## src/rtl/core/lrtc_pkg.sv

```systemverilog
// ----------------------------------------------------------------------------
// lrtc_pkg
// Shared constants and types for the thin or capsule line rasterizer.
// ----------------------------------------------------------------------------
`default_nettype none

package lrtc_pkg;

   localparam int COORD_BITS    = 15;
   localparam int MAX_THICKNESS = 255;

   localparam int TH_W     = 8;
   localparam int COLOUR_W = 32;
   localparam int PIX_W    = COORD_BITS + 1;
   localparam int DEL_W    = COORD_BITS + 1;
   localparam int DIF_W    = COORD_BITS + 2;
   localparam int ERR_W    = COORD_BITS + 3;
   localparam int HW_W     = $clog2(MAX_THICKNESS / 2 + 1);
   localparam int R2_W     = 2 * HW_W;
   localparam int LEN_W    = 2 * COORD_BITS + 2;
   localparam int RL_W     = LEN_W + R2_W;
   localparam int CROSS_W  = 2 * COORD_BITS + 3;
   localparam int SUM_W    = 2 * COORD_BITS + 5;
   localparam int MUL_W    = CROSS_W + 1;
   localparam int PROD_W   = 2 * MUL_W;

   localparam logic CMD_LOAD = 1'b0;
   localparam logic CMD_STEP = 1'b1;

   typedef enum logic [1:0] {
      MODE_IDLE,
      MODE_THIN,
      MODE_THICK
   } mode_type;

   typedef enum logic [4:0] {
      ST_IDLE,
      ST_LD_XX,
      ST_LD_YY,
      ST_LD_R2,
      ST_LD_RL,
      ST_LD_DONE,
      ST_DOT_X,
      ST_DOT_Y,
      ST_BRANCH,
      ST_DST_X,
      ST_DST_Y,
      ST_DST_CMP,
      ST_CRS_A,
      ST_CRS_B,
      ST_CRS_SUB,
      ST_CRS_SQ,
      ST_CRS_CMP,
      ST_EMIT
   } seq_state_type;

endpackage

`default_nettype wire

```

## src/rtl/core/lrtc_mul.sv

```systemverilog
// ----------------------------------------------------------------------------
// lrtc_mul
// Shared signed multiplier with a registered product, one issue per cycle.
// ----------------------------------------------------------------------------
`default_nettype none

module lrtc_mul import lrtc_pkg::*; (
   input  wire logic                     clock,
   input  wire logic signed [MUL_W-1:0]  op_a,
   input  wire logic signed [MUL_W-1:0]  op_b,
   output logic signed [PROD_W-1:0]      prod
);

   logic signed [PROD_W-1:0] prod_ff;
   logic signed [PROD_W-1:0] prod_in;

   always_comb begin
      prod_in = PROD_W'(op_a) * PROD_W'(op_b);
   end

   always_ff @(posedge clock) begin
      prod_ff <= prod_in;
   end

   assign prod = prod_ff;

endmodule

`default_nettype wire

```

## config.mk

```make
export PLATFORM = sky130hd
export DESIGN_NAME = lrtc_mul
export DESIGN_NICKNAME = d
export VERILOG_FILES = /design/src/rtl/core/lrtc_pkg.sv /design/src/rtl/core/lrtc_mul.sv
export SDC_FILE = /design/constraint.sdc
export NUM_CORES = 2
export LEC_CHECK = 0
export BUFFER_PORTS_ARGS = -buffer_cell sky130_fd_sc_hd__buf_2
export CORE_ASPECT_RATIO = 0.75
export CORE_MARGIN = 2
export CORE_UTILIZATION = 70
export DETAILED_ROUTE_END_ITERATION = 8
export GPL_TIMING_DRIVEN = 0
export PLACE_DENSITY = 0.84
export SYNTH_ARGS = -nofsm -noshare
export SYNTH_HDL_FRONTEND = slang
export SYNTH_SLANG_ARGS = --single-unit
```

## constraint.sdc

```tcl
create_clock -name clock -period 13.5 [get_ports clock]
set_clock_uncertainty 0.05 [all_clocks]
set_input_delay 0.675 -clock clock [delete_from_list [all_inputs] [get_ports clock]]
set_output_delay 0.675 -clock clock [all_outputs]
set_load 0.01 [all_outputs]
```

==> flow_summary.toml <==
[routing]
drt_pass1_iterations = 8
first_iter_violations = 4554
wire_per_inst_um = 29.1
via_count = 34400
ant_nets = 0
drc = 0
wl_um = 162000
viasPerCell = 6.20

[global_route]
grt_antenna_before_repair = 25
grt-ovfl-total = 0
grt_pass1_wl_um = 238000
busiest_layer = "met1"
grt_max_degree = 18
grt_use_met1_pct = 71.1
grt.met3_usage_pct = 36.7
grtUsageMet2_pct = 67.0
grt_usage_pct = 53.2
first_global_vias = 35700

[min_path]
hp-class = "in -> reg"

[worst_setup_path]
slowest_stage = "fa_2"
crit_fanout = 17
crit_arrival_ns = 10.59
crit_path_max_incr_delay_ns = 1.07
cp-start-kind = "input pin"
cpMostUsedCell = "fa_1"
worstPathRequired_ns = 13.71
path_class = "in -> reg"
endpoint_kind = "flop"

[placement]
place_area_mm2 = 0.0448
placed_cells = 5508
dp_hpwl_um = 137000
place_ws_ns = 2.75
portBuffers = 130
place_congestion = 1.12

[yosys]
syn-num-nets = 6092
synth_top_area_share_pct = 57.6
ys_types = 73
syn_avg_cell_area_um2 = 9.43
synthArstFlopShare_pct = 0
synthFlopType = "dfxtp_1"
netlist_top_cells_count = "1241 x fa_1, 1235 x inv_1, 625 x and2_1"
ys_seq_area_share_pct = 3.15
synthTopCellsByArea = "fa_1 58%, inv_1 11%, and2_1 9.1%"
synth_most_common_cell = "fa_1"
synth-edff-count = 0
ys_seq_elements = 68
syn_area_mm2 = 0.0432
yosysTopAreaCell = "fa_1"
syn-instance-count = 4578
ys.warnings.count = 0

[clocking]
tritoncts = "built"
clock_path_buffers = 2
cts_max_level = 3
cts_hold_buf = 0
cts_root_buffer = "clkbuf_16"
cts_setup_buffers = 0
cts_made_buffers = 9
cts_sinks = 68
clkTransAtPathRegs_ns = 0.07
post_cts_resized = 0

[floorplan]
fp.dieH_um = 219
start_util_pct = 71.1
coreArea_mm2 = 0.0607
die_width_um = 291
rows = 78
num_io_pins = 137
design.die.area_mm2 = 0.0637

[timing]
rsz0062_at_grt = "no"
fin_ws_ns = 3.13
period_minus_slack_ns = 10.37
tightest_slew_ns = 1.37
slew_viol_final = 0
setup_viol = 0
maxClockFrequency_ghz = 0.0964
finalCritPeriodShare_pct = 76.8
fin_setup_tns_ns = 0
slew_headroom_pct = 8.08
hold_violations = 0

[layout]
layout-drive-gt1-share_pct = 4.00
largest_reg_flops = 68
fin_nets = 6233
areaGrowthSynthToFinish_pct = 4.72
post_layout_nonfiller_instances = 5547
design_area_mm2 = 0.0452

[outcome]
outcome = "finished clean"

[flow_run]
max_cap_viol_count = 0
[kinds of logic after synthesis]
group	share of synthesized area [%]
and+or+nand+nor	15.5
buffers and inverters	12.9
adders and majority gates	63.5
xor gates and xnor gates	1.56
DFF	3.15
AOI/OAI and AO/OA	3.41
[worst max-delay path: cells and delay by family]
family / cells / cell delay (ns)
fa+ha+maj: 9 / 4.82
buf+inv: 8 / 2.19
simple gates: 6 / 1.70
compound gates: 3 / 1.04
xor+xnor: 1 / 0.16
[layout by cell type, fill, tap and decap left out, drive strengths merged, types with 38 or more instances in the layout]
master,n
nand2,550
ha,204
o21ai,38
a21oi,59
inv,1236
buf,144
fa,1241
and2,625
nor2,55
clkbuf,226
dfxtp,68
xnor2,57
[cell type report]
cell class / instances / area, um2
Inverter: 1236 / 4640
Clock inverter: 7 / 98.8
Sequential cell: 68 / 1360
Clock buffer: 9 / 225
Fill cell: 4315 / 15500
Buffer: 231 / 915
Multi-Input combinational cell: 3043 / 36300
Timing Repair Buffer: 130 / 651
Tap cell: 800 / 1000
Antenna cell: 23 / 57.6
[layer usage]
layer | share of wire (%) | vias to the layer above
met5 | 0.66 | -
met4 | 4.7 | 35
met3 | 22 | 612
met2 | 37 | 3345
met1 | 36 | 17200
li1 | - | 13200
[metrics by stage]
step	util [%]	hold WS, ns
2_1_floorplan	-	0.752
3_3_place_gp	73.8	1.02
3_5_place_dp	73.8	1.02
4_1_cts	74.4	0.707
5_1_grt	74.4	0.749
6_report	74.5	0.751
[path summary, 6_finish.rpt]
path                  from          endpoint  slack [ns]  depth (start not counted)
hold / removal     op_a[0]   prod[0]$_DFF_P_        0.75                          2
setup / recovery  op_a[33]  prod[65]$_DFF_P_        3.13                         27
Power is not shown: default switching activity piles up to over one toggle a cycle in this logic, so the estimate is an artifact.
